**config.mk**
```make
export PLATFORM = sky130hd
export DESIGN_NAME = base64_blob_decoder
export DESIGN_NICKNAME = d
export VERILOG_FILES = /design/src/rtl/core/b64bd_pkg.sv /design/src/rtl/core/base64_blob_decoder.sv /design/src/rtl/core/b64bd_front.sv /design/src/rtl/core/b64bd_fifo.sv /design/src/rtl/core/b64bd_back.sv
export SDC_FILE = /design/constraint.sdc
export NUM_CORES = 1
export LEC_CHECK = 0
export BUFFER_PORTS_ARGS = -buffer_cell sky130_fd_sc_hd__buf_2
export CAP_MARGIN = 10
export CORE_AREA = 2 2 119 121
export DETAILED_ROUTE_END_ITERATION = 12
export DIE_AREA = 0 0 121 123
export PLACE_DENSITY = 0.82
export SLEW_MARGIN = 5
export SYNTH_ARGS = -nofsm -noshare
export SYNTH_HDL_FRONTEND = slang
export SYNTH_SLANG_ARGS = --single-unit
```
**constraint.sdc**
```tcl
create_clock -name clk -period 6.01 [get_ports clk]
set_input_delay 1.202 -clock clk [delete_from_list [all_inputs] [get_ports clk]]
set_output_delay 1.202 -clock clk [all_outputs]
set_load 0.01 [all_outputs]
```
**src/rtl/core/b64bd_pkg.sv**
```systemverilog
// Shared types, constants and the character map for the base64 blob decoder.
package b64bd_pkg;

    localparam logic [1:0] KIND_DATA  = 2'd0;
    localparam logic [1:0] KIND_CLOSE = 2'd1;
    localparam logic [1:0] KIND_ERROR = 2'd2;

    localparam logic [7:0] CODE_PAD = 8'd254;
    localparam logic [7:0] CODE_BAD = 8'd255;

    localparam int FIFO_DEPTH = 4;
    localparam int FIFO_AW    = $clog2(FIFO_DEPTH);

    typedef struct packed {
        logic [7:0] in_char;
        logic       end_of_text;
    } in_word_t;

    typedef struct packed {
        logic [7:0] out_byte;
        logic [1:0] kind;
        logic [7:0] offender;
        logic       last;
    } out_word_t;

    // One entry per input character that causes results: one to three words.
    typedef struct packed {
        logic [1:0] count;
        logic [1:0] kind;
        logic [7:0] offender;
        logic [7:0] byte0;
        logic [7:0] byte1;
        logic [7:0] byte2;
    } job_t;

    function automatic logic [7:0] map_char(input logic [7:0] ch);
        logic [7:0] code;
        if (ch >= 8'h41 && ch <= 8'h5A) begin
            code = ch - 8'h41;
        end else if (ch >= 8'h61 && ch <= 8'h7A) begin
            code = ch - 8'h61 + 8'd26;
        end else if (ch >= 8'h30 && ch <= 8'h39) begin
            code = ch - 8'h30 + 8'd52;
        end else if (ch == 8'h2B) begin
            code = 8'd62;
        end else if (ch == 8'h2F) begin
            code = 8'd63;
        end else if (ch == 8'h3D) begin
            code = CODE_PAD;
        end else begin
            code = CODE_BAD;
        end
        return code;
    endfunction

endpackage

```
**src/rtl/core/base64_blob_decoder.sv**
```systemverilog
// Top level of the base64 blob decoder: front end, job queue and result sequencer.
// A result word passes through the job queue and then the output register.
// Throughput: one character per cycle while full is low; one result word per cycle
// while popped; a four-entry job queue absorbs the three words of a full group.
// Reset: asynchronous, active low; the decoder waits for the opening bracket again.
module base64_blob_decoder (
    input  logic                clk,
    input  logic                rst_n,
    input  logic                push,
    output logic                full,
    input  b64bd_pkg::in_word_t  item,
    output logic                empty,
    input  logic                pop,
    output b64bd_pkg::out_word_t result
);
    import b64bd_pkg::*;

    logic job_push;
    job_t job;
    job_t head;
    logic fifo_empty;
    logic fifo_full;
    logic fifo_pop;

    assign full = fifo_full;

    b64bd_front u_front (
        .clk      (clk),
        .rst_n    (rst_n),
        .accept   (push && !fifo_full),
        .item     (item),
        .job_push (job_push),
        .job      (job)
    );

    b64bd_fifo u_fifo (
        .clk        (clk),
        .rst_n      (rst_n),
        .push       (job_push),
        .push_job   (job),
        .pop        (fifo_pop),
        .head       (head),
        .fifo_empty (fifo_empty),
        .fifo_full  (fifo_full)
    );

    b64bd_back u_back (
        .clk        (clk),
        .rst_n      (rst_n),
        .head       (head),
        .fifo_empty (fifo_empty),
        .fifo_pop   (fifo_pop),
        .pop        (pop),
        .empty      (empty),
        .result     (result)
    );

`ifndef SYNTHESIS
    a_no_push_when_full: assert property (@(posedge clk) disable iff (!rst_n)
        job_push |-> !fifo_full)
        else $error("job queued while the queue is full");

    a_no_pop_when_empty: assert property (@(posedge clk) disable iff (!rst_n)
        fifo_pop |-> !fifo_empty)
        else $error("job retired from an empty queue");

    a_status_is_last: assert property (@(posedge clk) disable iff (!rst_n)
        (!empty && result.kind != KIND_DATA) |-> (result.last && result.out_byte == 8'd0))
        else $error("close or error word is not a lone final word");

    a_data_no_offender: assert property (@(posedge clk) disable iff (!rst_n)
        (!empty && result.kind == KIND_DATA) |-> (result.offender == 8'd0))
        else $error("data word carries an offender");
`endif

endmodule

```
**src/rtl/core/b64bd_front.sv**
```systemverilog
// Front end: takes characters, tracks the group state and issues jobs for results.
module b64bd_front (
    input  logic               clk,
    input  logic               rst_n,
    input  logic               accept,
    input  b64bd_pkg::in_word_t item,
    output logic               job_push,
    output b64bd_pkg::job_t    job
);
    import b64bd_pkg::*;

    localparam logic [2:0] PH_OPEN   = 3'd0;
    localparam logic [2:0] PH_G1     = 3'd1;
    localparam logic [2:0] PH_G2     = 3'd2;
    localparam logic [2:0] PH_G3     = 3'd3;
    localparam logic [2:0] PH_G4     = 3'd4;
    localparam logic [2:0] PH_DONE   = 3'd5;
    localparam logic [2:0] PH_FAILED = 3'd6;

    localparam logic [7:0] CH_OPEN    = 8'h5B;
    localparam logic [7:0] CH_CLOSE   = 8'h5D;
    localparam logic [7:0] CH_HASH    = 8'h23;
    localparam logic [7:0] CH_SPACE   = 8'h20;
    localparam logic [7:0] CH_NEWLINE = 8'h0A;
    localparam logic [7:0] CH_TAB     = 8'h09;
    localparam logic [7:0] CH_FEED    = 8'h0C;
    localparam logic [7:0] CH_RETURN  = 8'h0D;

    logic [2:0] phase_reg, phase_next;
    logic       comment_reg, comment_next;
    logic [5:0] first_reg, first_next;
    logic [5:0] second_reg, second_next;
    logic [5:0] third_reg, third_next;
    logic       third_pad_reg, third_pad_next;
    logic [7:0] ch;
    logic [7:0] code;
    logic       is_space;
    logic       ends_comment;

    assign ch           = item.in_char;
    assign code         = map_char(ch);
    assign ends_comment = (ch == CH_NEWLINE) || (ch == CH_FEED);
    assign is_space     = (ch == CH_SPACE) || (ch == CH_TAB) || (ch == CH_RETURN)
                          || ends_comment;

    always_comb
    begin
        phase_next     = phase_reg;
        comment_next   = comment_reg;
        first_next     = first_reg;
        second_next    = second_reg;
        third_next     = third_reg;
        third_pad_next = third_pad_reg;
        job_push       = 1'b0;
        job            = '0;
        if (accept && phase_reg != PH_DONE && phase_reg != PH_FAILED) begin
            if (item.end_of_text) begin
                job_push     = 1'b1;
                job.count    = 2'd1;
                job.kind     = KIND_ERROR;
                phase_next   = PH_FAILED;
                comment_next = 1'b0;
            end else if (phase_reg == PH_OPEN) begin
                if (ch != CH_OPEN) begin
                    job_push     = 1'b1;
                    job.count    = 2'd1;
                    job.kind     = KIND_ERROR;
                    job.offender = ch;
                    phase_next   = PH_FAILED;
                end else begin
                    phase_next = PH_G1;
                end
            end else if (comment_reg) begin
                if (ends_comment) begin
                    comment_next = 1'b0;
                end
            end else if (is_space) begin
                comment_next = 1'b0;
            end else if (ch == CH_HASH) begin
                comment_next = 1'b1;
            end else if (ch == CH_CLOSE && phase_reg == PH_G1) begin
                job_push   = 1'b1;
                job.count  = 2'd1;
                job.kind   = KIND_CLOSE;
                phase_next = PH_DONE;
            end else if (code == CODE_BAD
                         || (code == CODE_PAD && (phase_reg == PH_G1 || phase_reg == PH_G2)))
            begin
                job_push     = 1'b1;
                job.count    = 2'd1;
                job.kind     = KIND_ERROR;
                job.offender = ch;
                phase_next   = PH_FAILED;
            end else begin
                unique case (phase_reg)
                    PH_G1:
                    begin
                        first_next = code[5:0];
                        phase_next = PH_G2;
                    end
                    PH_G2:
                    begin
                        second_next = code[5:0];
                        phase_next  = PH_G3;
                    end
                    PH_G3:
                    begin
                        third_pad_next = (code == CODE_PAD);
                        third_next     = (code == CODE_PAD) ? 6'd0 : code[5:0];
                        phase_next     = PH_G4;
                    end
                    default:
                    begin
                        job_push  = 1'b1;
                        job.kind  = KIND_DATA;
                        job.byte0 = {first_reg, second_reg[5:4]};
                        job.byte1 = {second_reg[3:0], third_reg[5:2]};
                        job.byte2 = {third_reg[1:0], code[5:0]};
                        if (third_pad_reg) begin
                            job.count = 2'd1;
                        end else if (code == CODE_PAD) begin
                            job.count = 2'd2;
                        end else begin
                            job.count = 2'd3;
                        end
                        first_next     = 6'd0;
                        second_next    = 6'd0;
                        third_next     = 6'd0;
                        third_pad_next = 1'b0;
                        phase_next     = PH_G1;
                    end
                endcase
            end
        end
    end

    always_ff @(posedge clk or negedge rst_n)
    begin
        if (!rst_n) begin
            phase_reg     <= PH_OPEN;
            comment_reg   <= 1'b0;
            first_reg     <= 6'd0;
            second_reg    <= 6'd0;
            third_reg     <= 6'd0;
            third_pad_reg <= 1'b0;
        end else begin
            phase_reg     <= phase_next;
            comment_reg   <= comment_next;
            first_reg     <= first_next;
            second_reg    <= second_next;
            third_reg     <= third_next;
            third_pad_reg <= third_pad_next;
        end
    end

endmodule

```
**src/rtl/core/b64bd_fifo.sv**
```systemverilog
// Short job queue between the front end and the result sequencer.
module b64bd_fifo (
    input  logic            clk,
    input  logic            rst_n,
    input  logic            push,
    input  b64bd_pkg::job_t  push_job,
    input  logic            pop,
    output b64bd_pkg::job_t  head,
    output logic            fifo_empty,
    output logic            fifo_full
);
    import b64bd_pkg::*;

    job_t                 mem_reg [FIFO_DEPTH];
    logic [FIFO_AW-1:0]   wr_ptr_reg, rd_ptr_reg;
    logic [FIFO_AW:0]     count_reg, count_next;

    assign head       = mem_reg[rd_ptr_reg];
    assign fifo_empty = (count_reg == '0);
    assign fifo_full  = (count_reg == (FIFO_AW+1)'(FIFO_DEPTH));

    always_comb
    begin
        count_next = count_reg;
        if (push && !pop) begin
            count_next = count_reg + 1'b1;
        end else if (pop && !push) begin
            count_next = count_reg - 1'b1;
        end
    end

    always_ff @(posedge clk)
    begin
        if (push) begin
            mem_reg[wr_ptr_reg] <= push_job;
        end
    end

    always_ff @(posedge clk or negedge rst_n)
    begin
        if (!rst_n) begin
            wr_ptr_reg <= '0;
            rd_ptr_reg <= '0;
            count_reg  <= '0;
        end else begin
            if (push) begin
                wr_ptr_reg <= wr_ptr_reg + 1'b1;
            end
            if (pop) begin
                rd_ptr_reg <= rd_ptr_reg + 1'b1;
            end
            count_reg <= count_next;
        end
    end

endmodule

```
**src/rtl/core/b64bd_back.sv**
```systemverilog
// Back end: expands queued jobs into result words held in an output register.
module b64bd_back (
    input  logic                clk,
    input  logic                rst_n,
    input  b64bd_pkg::job_t      head,
    input  logic                fifo_empty,
    output logic                fifo_pop,
    input  logic                pop,
    output logic                empty,
    output b64bd_pkg::out_word_t result
);
    import b64bd_pkg::*;

    logic       valid_reg;
    out_word_t  out_reg, out_next;
    logic [1:0] idx_reg;
    logic       load;
    logic       step;
    logic       is_last;

    assign load     = !valid_reg || pop;
    assign step     = load && !fifo_empty;
    assign is_last  = (idx_reg == head.count - 2'd1);
    assign fifo_pop = step && is_last;
    assign empty    = !valid_reg;
    assign result   = out_reg;

    always_comb
    begin
        out_next          = '0;
        out_next.kind     = head.kind;
        out_next.offender = head.offender;
        out_next.last     = is_last;
        case (idx_reg)
            2'd0:    out_next.out_byte = head.byte0;
            2'd1:    out_next.out_byte = head.byte1;
            default: out_next.out_byte = head.byte2;
        endcase
    end

    always_ff @(posedge clk)
    begin
        if (step) begin
            out_reg <= out_next;
        end
    end

    always_ff @(posedge clk or negedge rst_n)
    begin
        if (!rst_n) begin
            valid_reg <= 1'b0;
            idx_reg   <= 2'd0;
        end else begin
            if (load) begin
                valid_reg <= !fifo_empty;
            end
            if (step) begin
                idx_reg <= is_last ? 2'd0 : idx_reg + 2'd1;
            end
        end
    end

endmodule

```
# Yosys cells after proc, flatten, opt, wreduce, memory -nomap -nowiden
# Memories as Yosys holds them, arrays and structs flattened.
# Index checks and enable logic that the tools add are counted.
[word_totals]
word_cells = 165
input_bits = 13
ramBits = 144
latch_bits = 0
reg_bits = 52
rom_bits = 0
mem_count = 1
[memory_table]
columns = ["memory", "words", "word_bits", "read_ports", "rd_clocked_by_memory_dff", "write_ports", "line_no", "rtl"]
rows = [
  ["u_fifo.mem_reg", 4, 36, 1, 0, 1, "b64bd_fifo.sv:14", "job_t mem_reg [FIFO_DEPTH];"],
]
[classes]
reduce_logical = 37
eq_ne = 25
add_sub_neg = 11
magnitude_cmp = 6
div_mod_pow = 0
bitwise = 10
n_shift = 0
muxes = 60
n_mul = 0
[op_table]
columns = ["operator", "n"]
rows = [
  ["$mux 36", 4],
  ["$mux 24", 3],
  ["$mux 32", 2],
  ["$mux 8", 6],
  ["$eq 8x6->1 const B", 5],
  ["$pmux 6 s2", 3],
  ["$eq 8x4->1 const B", 4],
  ["$mux 3", 10],
  ["$reduce_and 9->1", 3],
  ["$mux 1", 20],
  ["$eq 8x8->1 const B", 2],
  ["$ge 8x7->1 const B", 2],
  ["$le 8x7->1 const B", 2],
  ["$mux 4", 4],
  ["$pmux 8 s2", 1],
  ["$sub 8x7->8 const B", 2],
  ["$logic_and 1x1->1", 12],
  ["$mux 12", 1],
  ["$ne 3x3->1 const B", 4],
  ["$mux 11", 1],
  ["$not 1->1", 10],
  ["$pmux 3 s3", 1],
  ["$add 8x5->8 const B", 1],
  ["$add 8x6->8 const B", 1],
  ["other kinds (28)", 45],
]

# Depth between registers and ports, before layout
# Gate-level depths: netlist of the first run.
[depth]
ltp_word = 22
depth_mapped = 17
depth_no_buf = 14

# Cells and area by module
# Synthesis of the first run repeated with hierarchy kept, for this count alone.
[hier_totals]
cells_unflattened = 538
area_unflattened_um2 = 8724.6
[modules_own_cells]
columns = ["mod", "cells_each", "area_per_inst_um2", "seq_area_each_um2", "n_inst"]
rows = [
  ["b64bd_fifo", 222, 5604.1, 4499.3, 1],
  ["b64bd_front", 247, 2197.1, 575.6, 1],
  ["b64bd_back", 68, 909.6, 645.6, 1],
  ["base64_blob_decoder", 1, 13.8, 0.0, 1],
]

# Worst setup path after synthesis of the first run
# OpenSTA, ideal clock, no wires.
[synth_path]
path_kind = "input-to-reg"
start = "input port item[3] (netlist bit)"
end = "memory u_fifo.mem_reg[0][0] (netlist bit) (enable)"
slack_ns = 1.588
required_time_ns = 5.613
arrival_ns = 4.025
path_stages = 11
path_cell_list = "buf_2 inv_1 ha_1 buf_6 a21o_1 a31oi_1 nand3_1 o22ai_1 o2111ai_1 a31oi_4 and2_1"
[synth_between]
elab_chain_len = 20
word_cells_on_any_way = 51
classes_between = "add/sub (5); order compare (6); eq/ne (13); mux (17); reduce/logical (10)"
[synth_lines]
columns = ["element", "line_no", "rtl"]
rows = [
  ["start: declaration", "base64_blob_decoder.sv:11", "input b64bd_pkg::in_word_t item,"],
  ["parallel branches: the longest is 15 deep, another holds $sub 8x6->8", "--", ""],
  ["$mux 1 *", "b64bd_front.sv:63", "end else if (phase_reg == PH_OPEN) begin"],
  ["$mux 1 *", "b64bd_front.sv:57", "if (item.end_of_text) begin"],
  ["$mux 1 *", "b64bd_front.sv:56", "if (accept && phase_reg != PH_DONE && phase_reg != PH_FAILED) begin"],
  ["named net job_push", "base64_blob_decoder.sv:18", "logic job_push;"],
  ["$mux 1 *", "b64bd_fifo.sv:34", "if (push) begin"],
  ["$mux 1 (not written as such) *", "b64bd_fifo.sv:35", "mem_reg[wr_ptr_reg] <= push_job;"],
  ["end: declaration", "b64bd_fifo.sv:14", ""],
]
# Mark *: on every way through the listed nets, which the timed path passes.

# Worst setup path in the final report of the first run
[layout_path]
start = "input port item[3] (netlist bit)"
end = "register u_fifo.count_reg[2]"
[layout_between]
elab_chain_len = 21
word_cells_on_any_way = 54
classes_between = "add/sub (5); order compare (6); eq/ne (13); mux (16); reduce/logical (14)"
[layout_lines]
columns = ["element", "line_no", "rtl"]
rows = [
  ["parallel branches: the longest is 15 deep, another holds $sub 8x6->8", "--", ""],
  ["$mux 1 *", "b64bd_front.sv:63", ""],
  ["$mux 1 *", "b64bd_front.sv:57", ""],
  ["$mux 1 *", "b64bd_front.sv:56", ""],
  ["named net job_push", "base64_blob_decoder.sv:18", ""],
  ["$logic_not 1->1", "b64bd_fifo.sv:27", "end else if (pop && !push) begin"],
  ["$logic_and 1x1->1", "b64bd_fifo.sv:27", ""],
  ["$reduce_bool 2->1 (no source line)", "--", ""],
  ["end signal: assignment", "b64bd_fifo.sv:52", "count_reg <= count_next;"],
  ["end: declaration", "b64bd_fifo.sv:16", "logic [FIFO_AW:0] count_reg, count_next;"],
]
# Marks and branches as above.
# A chain may end at the register's enable or synchronous reset.

==> Implementation_results.wiki, run 1 <==
{| class="wikitable"
! Metric !! Value
|-
| Hold bufs inserted after CTS || 0
|-
| Result of the run || finished, final reports clean
|-
| Arr. time, crit path || around 4700 ps
|-
| Setup repair after global routing missed its margin || no
|-
| Final-report hold violation count || 0
|-
| Final setup viols || 0
|-
| Combined global-route utilization of all metal layers || 0.239
|-
| Count of cell types in the netlist || 67
|-
| Antenna violations before repair || 0
|-
| Net switching share of the total power || 0.295
|-
| Part of the Yosys area used for sequential elements || 0.660
|-
| Post-cts repair resize count || 0
|-
| Antenna cell count || 0
|-
| Relative slew margins || 0.287
|-
| CTS root buffer || clkbuf_16
|-
| Total power || 3.96 mW
|-
| Combinational cell fraction of total power || 0.276
|-
| Worst Reg-to-Reg Cells || 10
|-
| WL final || 16500 um
|-
| Predominant post-synthesis flop cell || edfxtp_1
|-
| Proportion of power drawn by the clock network || 0.252
|-
| Via count of the first global-routing pass || around 4800
|-
| WHS Path Cells || 1
|-
| Power share of the sequential group || 0.471
|-
| Maximum fanout along the worst path || 11
|-
| Gate count after technology mapping || 545
|-
| Pin count of the biggest net entering global routing || 38
|-
| Horizontal die dimension || roughly 120 um
|-
| Commonest cells after routing, fill and taps aside || edfxtp_1 (163), nor2_1 (42), mux4_2 (36)
|-
| Violation count after the first detailed-routing iteration || 450
|-
| First-pass iteration count of the detailed router || 5
|-
| Tcrit/Tclk final || 0.717
|-
| Maximum Capacitance Violations || 0
|-
| Final HPWL from detailed placement || between 10000 and 15000 um
|-
| Number of enable flip-flop cells after synthesis || 163
|-
| Wire length per cell || 21.4 um
|-
| Number of nets in the synthesized netlist || 575
|-
| Critical path class || primary input to flip-flop
|-
| FFs w/ async S/R, synth || 0.168
|-
| Clk sinks || 196
|-
| Int Pwr || roughly 2.8 mW
|-
| Clock tree from TritonCTS || built
|-
| Max Fclk || around 0.23 GHz
|-
| First-pass GRT wire length || 26300 um
|-
| Yosys warnings || 0
|-
| Total number of placement rows || 43
|-
| Mean area per synthesized cell || about 16 um2
|-
| Clock input transition at the sequential cells of the worst setup and hold paths || 60 ps
|-
| Worst setup SP type || primary input
|-
| Cell count after placement || 738
|-
| Number of setup buffers added after CTS || 0
|-
| Shortest period the worst path allows || 4310 ps
|-
| Top-level I/O count || 34
|-
| Die footprint || between 0.01 and 0.015 mm2
|-
| Count of vias placed by the detailed router || 4802
|-
| Layout-stage area growth over the synthesis result || 9.80%
|-
| RePlAce Congestion || roughly 0.88
|-
| Power Dens Cells || about 420 mW/mm2
|-
| Most common cell after layout, fill and taps aside || edfxtp_1
|-
| TritonCTS Buffers || 17
|-
| Number of flip-flops under the largest register name || roughly 140
|-
| Layout Nets || 607
|-
| Skew-Pair Late Insertion Delay || 430 ps
|-
| Fraction of layout instances using a drive strength above 1 || 0.229
|-
| Synthesis-stage register bit count || slightly below 200
|-
| Post-detailed-route DRC marker count || 0
|-
| Worst clock skew || between 8 and 9 ps
|-
| Synthesized cell area || 0.00867 mm2
|-
| Floorplan core area || about 0.014 mm2
|-
| Switch Pwr || 1.17 mW
|-
| Static leakage || 3.50 nW
|-
| Via count normalized by instance count || 6.24
|-
| Endpoint type of the worst setup path || flip-flop
|-
| Setup total negative slack || 0 ps
|-
| Required time reported for the critical path endpoint || about 6400 ps
|-
| Maximum clock insertion buffer count || 2
|-
| Initial Utilization || 0.637
|-
| Class of the tightest hold or removal check || flip-flop to flip-flop
|-
| Final cell count without fillers || 770
|-
| GRT overflow || 0
|-
| Final Max Tran Viols || 0
|-
| Port bufs || 33
|-
| VDD IR max || 258 uV
|-
| H-tree level count || 4
|-
| Actual transition at the worst max-transition pin || 1070 ps
|-
| Count of nets left with antenna violations after detail routing || 0
|-
| Height of the chip || 123 um
|}
## layout make-up
type | count | area [um2]
Clock buffer | 19 | 433
Clock inverter | 13 | 86.3
Fill cell | 865 | 4090
Inverter | 16 | 60.1
Multi-Input combinational cell | 306 | 2770
Sequential cell | 196 | 5720
Tap cell | 180 | 225
Timing Repair Buffer | 40 | 218
## per-layer routing
| layer | GRT usage | vias up | routed length, um | part of all wire |
|---|---|---|---|---|
| met2 | 0.401 | 151 | 8450 | 0.51 |
| met5 | 0 | - | 0 | 0 |
| met1 | 0.325 | 2451 | 7060 | 0.43 |
| met3 | 0.0411 | 22 | 741 | 0.045 |
| met4 | 0.0756 | 0 | 257 | 0.016 |
| li1 | - | 2178 | - | - |
## through the flow
stage	util	hold WS [ps]	instance area [um2]	setup slack [ps]
global placement	0.661	470	9000	1450
global route	0.699	512	9520	1350
detailed placement	0.661	474	9000	1280
CTS	0.699	488	9520	1710
floorplan	-	456	8670	1590
finish	0.699	490	9520	1700
## cells in the mapped netlist, types with 8 or more instances
| cell type | count | share of area |
|---|---|---|
| nor2_1 | 42 | 0.018 |
| inv_1 | 16 | 0.0069 |
| nand2_1 | 20 | 0.0087 |
| a221o_1 | 9 | 0.010 |
| a21oi_1 | 8 | 0.0046 |
| edfxtp_1 | 163 | 0.56 |
| clkbuf_1 | 14 | 0.0061 |
| nand3_1 | 8 | 0.0046 |
| and2_1 | 14 | 0.010 |
| o21ai_0 | 9 | 0.0052 |
| and3_1 | 21 | 0.015 |
| ha_1 | 16 | 0.023 |
| dfrtp_1 | 33 | 0.095 |
| nor2b_1 | 14 | 0.010 |
| mux4_2 | 36 | 0.094 |
## kinds of logic (layout without fill, tap and decap cells)
group	count (synthesis)	after routing	synth area share
and+or+nand+nor	153	153	0.0960
muxes	56	56	0.122
adders and majority gates	17	17	0.0254
xor gates and xnor gates	10	10	0.0101
AOI/OAI and AO/OA	70	70	0.0661
DFF	196	196	0.660
buffers and inverters	43	88	0.0205
## worst max-delay path, stage by stage
cell       delay, ps
buf_2            200
inv_1            120
ha_1             320
a21o_1           240
a31oi_1          290
nand3_1          170
o22ai_1          370
o2111ai_1        240
a31oi_4          310
ha_1             230
inv_1             70
fa_1             430
xor2_1           170
nor2_1           110
xor2_1           170
## final timing paths
check                                     start                   end  slack (ps)
max reg2reg                u_front.phase_reg[2]   u_fifo.count_reg[2]        2590
min                        u_front.third_reg[3]  u_front.third_reg[3]         490
max                                     item[3]   u_fifo.count_reg[2]        1700
min in group asynchronous                 rst_n      u_back.valid_reg         850
min reg2reg                u_front.third_reg[3]  u_front.third_reg[3]         490
max in group asynchronous                 rst_n  u_fifo.rd_ptr_reg[0]        4630
## power groups by stage
stage	logic, mW	clock network [mW]	registers (mW)
3_5_place_dp	1.10	0	1.89
3_3_place_gp	1.09	0	1.87
4_1_cts	1.12	1.01	1.87
6_report	1.09	0.999	1.87
5_1_grt	1.19	1.06	1.89
2_1_floorplan	0.812	0	1.88
No activity file was read; power rests on OpenSTA's default activity.
==> run 2: changes to the inputs <==
--- a/config.mk
+++ b/config.mk
@@ -7,10 +7,10 @@
 export LEC_CHECK = 0
 export BUFFER_PORTS_ARGS = -buffer_cell sky130_fd_sc_hd__buf_2
 export CAP_MARGIN = 10
-export CORE_AREA = 2 2 119 121
+export CORE_AREA = 2 2 122 124
 export DETAILED_ROUTE_END_ITERATION = 12
-export DIE_AREA = 0 0 121 123
-export PLACE_DENSITY = 0.82
+export DIE_AREA = 0 0 124 126
+export PLACE_DENSITY = 0.78
 export SLEW_MARGIN = 5
 export SYNTH_ARGS = -nofsm -noshare
 export SYNTH_HDL_FRONTEND = slang
==> constraint.sdc (replaced) <==
create_clock -name clk -period 4.47 [get_ports clk]
set_input_delay 0.894 -clock clk [delete_from_list [all_inputs] [get_ports clk]]
set_output_delay 0.894 -clock clk [all_outputs]
set_load 0.01 [all_outputs]
==> run 2 against run 1 <==
  * Die area increased by 5.0%
  * Setup slack got worse by 1000 ps
  * Register-to-register slack got worse by 1300 ps
  * Via count increased by 0.17%
  * Combinational power increased by 39%
  * Count of clock-buffer cells in the layout decreased by 2
  * First-iteration DRC count decreased by 13%
  * Largest cell class unchanged
  * Highest routed layer unchanged
==> Implementation_results.wiki, run 2 (same netlist as run 1, synthesis figures left out) <==
{| class="wikitable"
! Metric !! Value
|-
| Floorplan core area || 0.0143 mm2 (+5.2%)
|-
| Endpoint type of the worst setup path || flip-flop
|-
| Combined global-route utilization of all metal layers || 0.233 (-0.00604)
|-
| Tcrit/Tclk final || 0.842
|-
| VDD IR max || 313 uV (+21%)
|-
| Height of the chip || 126 um (+2.4%)
|-
| Largest stage delay on the critical path || 440 ps (about the same)
|-
| Pin count of the biggest net entering global routing || 37 (-2.6%)
|-
| Antenna violations before repair || 0 (unchanged)
|-
| Final-report hold violation count || 0 (unchanged)
|-
| Maximum fanout along the worst path || 11 (unchanged)
|-
| Via count normalized by instance count || 6.17 (-0.99%)
|-
| CTS root buffer || clkbuf_16
|-
| Layout Nets || 612 (+0.82%)
|-
| Number of flip-flops under the largest register name || 144 (unchanged)
|-
| Clk sinks || 196 (unchanged)
|-
| Most common cell after layout, fill and taps aside || edfxtp_1
|-
| Critical path class || primary input to flip-flop
|-
| WL final || 16800 um (+1.5%)
|-
| TritonCTS Buffers || 17 (unchanged)
|-
| Clock tree from TritonCTS || built
|-
| Layout-stage area growth over the synthesis result || 12.4%
|-
| Class of the tightest hold or removal check || flip-flop to flip-flop
|-
| Post-detailed-route DRC marker count || 0 (unchanged)
|-
| Commonest cells after routing, fill and taps aside || edfxtp_1 (163), nor2_1 (42), mux4_2 (36)
|-
| Max Fclk || 0.266 GHz
|-
| Final setup viols || 0 (unchanged)
|-
| Violation count after the first detailed-routing iteration || 390 (-13%)
|-
| First-pass GRT wire length || 26700 um (+1.4%)
|-
| Shortest period the worst path allows || approximately 3800 ps
|-
| Top-level I/O count || 34 (unchanged)
|-
| Total number of placement rows || 44 (+2.3%)
|-
| Die footprint || 0.0156 mm2 (+5.0%)
|-
| First-pass iteration count of the detailed router || 5 (unchanged)
|-
| GRT overflow || 0 (unchanged)
|-
| Wire length per cell || 21.5 um (+0.32%)
|-
| Result of the run || finished, final reports clean
|-
| Fraction of layout instances using a drive strength above 1 || 0.239 (+0.00984)
|-
| H-tree level count || 4 (unchanged)
|-
| Port bufs || 33 (unchanged)
|-
| Post-cts repair resize count || 0 (unchanged)
|-
| Worst path cell trace || buf_2 > inv_1 > ha_1 > a21o_1 > a31oi_1 > nand3_1 > o22ai_1 > o2111ai_1 > a31oi_4 > ha_1 > inv_1 > fa_1 > xor2_1 > nor2_1 > xor2_1
|-
| Final Max Tran Viols || 0 (unchanged)
|-
| CP max-delay cell || fa_1
|-
| RePlAce Congestion || 0.874 (-1.1%)
|-
| Actual transition at the worst max-transition pin || 783 ps (-286 ps)
|-
| Final cell count without fillers || 779 (+1.2%)
|-
| Layout filler cell count || 938 (+8.4%)
|-
| Antenna cell count || 0 (unchanged)
|-
| Maximum Capacitance Violations || 0 (unchanged)
|-
| Count of buffering cells on the critical path with inverters included || 3 (unchanged)
|-
| Via count of the first global-routing pass || 4996 (+3.9%)
|-
| Required time reported for the critical path endpoint || 4840 ps (-1510 ps)
|-
| Clock input transition at the sequential cells of the worst setup and hold paths || 70 ps (about the same)
|-
| Arr. time, crit path || 4130 ps (-520 ps)
|-
| Relative slew margins || 0.478 (+0.191)
|-
| Count of nets left with antenna violations after detail routing || 0 (unchanged)
|-
| Horizontal die dimension || 124 um (+2.5%)
|-
| Maximum clock insertion buffer count || 2 (unchanged)
|-
| Cell family with most CP delay || compound AO/OA/AOI/OAI gates
|-
| Static leakage || 3.60 nW (+2.9%)
|-
| Count of vias placed by the detailed router || 4810 (+0.17%)
|-
| Hold bufs inserted after CTS || 0 (unchanged)
|-
| Setup total negative slack || 0 ps (unchanged)
|-
| Worst clock skew || 12.9 ps (+4.73 ps)
|-
| Number of setup buffers added after CTS || 0 (unchanged)
|-
| Worst setup SP type || primary input
|-
| Setup repair after global routing missed its margin || no
|-
| Initial Utilization || 0.606 (-0.0312)
|-
| Skew-Pair Late Insertion Delay || 440 ps (about the same)
|-
| Cell count after placement || 747 (+1.2%)
|-
| Power Dens Cells || 581 mW/mm2 (+40%)
|-
| Final HPWL from detailed placement || 10700 um (+3.1%)
|}
run 2: changes by cell type in the layout (fill, tap and decap cells not counted), sizes merged:
cell and delta:
buf +5, bufinv +5, clkinv -4, inv +3
clkbuf -2, clkinvlp -2
run 2: layout make-up:
class,instances,area (um2),area share
inverter,16,60.1,0.00616
tap,184,230,0.0236
timing repair buffer,45,305,0.0313
clock buffer,17,425,0.0437
multi-input combinational,306,2770,0.285
sequential,196,5720,0.587
clock inverter,15,226,0.0232
run 2: worst paths after layout:
path	cells after the start	to	slack, ps	from
worst min-delay path	1	u_front.third_reg[3]	490	u_front.third_reg[3]
worst max-delay path	15	u_fifo.count_reg[2]	710	item[3]
worst min register to register	1	u_front.third_reg[3]	490	u_front.third_reg[3]
max in group asynchronous	1	u_fifo.rd_ptr_reg[0]	3400	rst_n
min in group asynchronous	1	u_back.idx_reg[1]	530	rst_n
worst max register to register	12	u_fifo.count_reg[2]	1250	u_front.phase_reg[2]
run 2: per-stage QoR:
stage	util	area (um2)	setup WS (ps)	total power [mW]	hold slack, ps
floorplan	-	8670	356	3.62	456
global route	0.681	9740	475	5.94	506
detailed placement	0.635	9090	272	4.06	482
global placement	0.635	9090	458	3.99	474
CTS	0.681	9740	746	5.71	497
finish	0.681	9740	706	5.67	490
run 2: report_power, final:
part | switching, mW | internal (mW) | leakage (nW)
logic | 0.798 | 0.710 | 1.36
clock network | 0.659 | 1.00 | 0.318
registers | 0.147 | 2.35 | 1.92
run 2: worst reg2reg max path: cells and delay by family (launching register included):
family | cells | cell delay (ps)
compound gates | 2 | 370
flops | 1 | 630
simple gates | 4 | 790
buf+inv | 2 | 390
xor+xnor | 2 | 340
fa+ha+maj | 2 | 650
run 2: metal layers:
| metal | vias up | track usage | part of all wire |
|---|---|---|---|
| met5 | - | 0 | 0 |
| li1 | 2194 | - | - |
| met4 | 0 | 0.0800 | 0.016 |
| met2 | 137 | 0.376 | 0.51 |
| met1 | 2464 | 0.322 | 0.43 |
| met3 | 15 | 0.0448 | 0.045 |
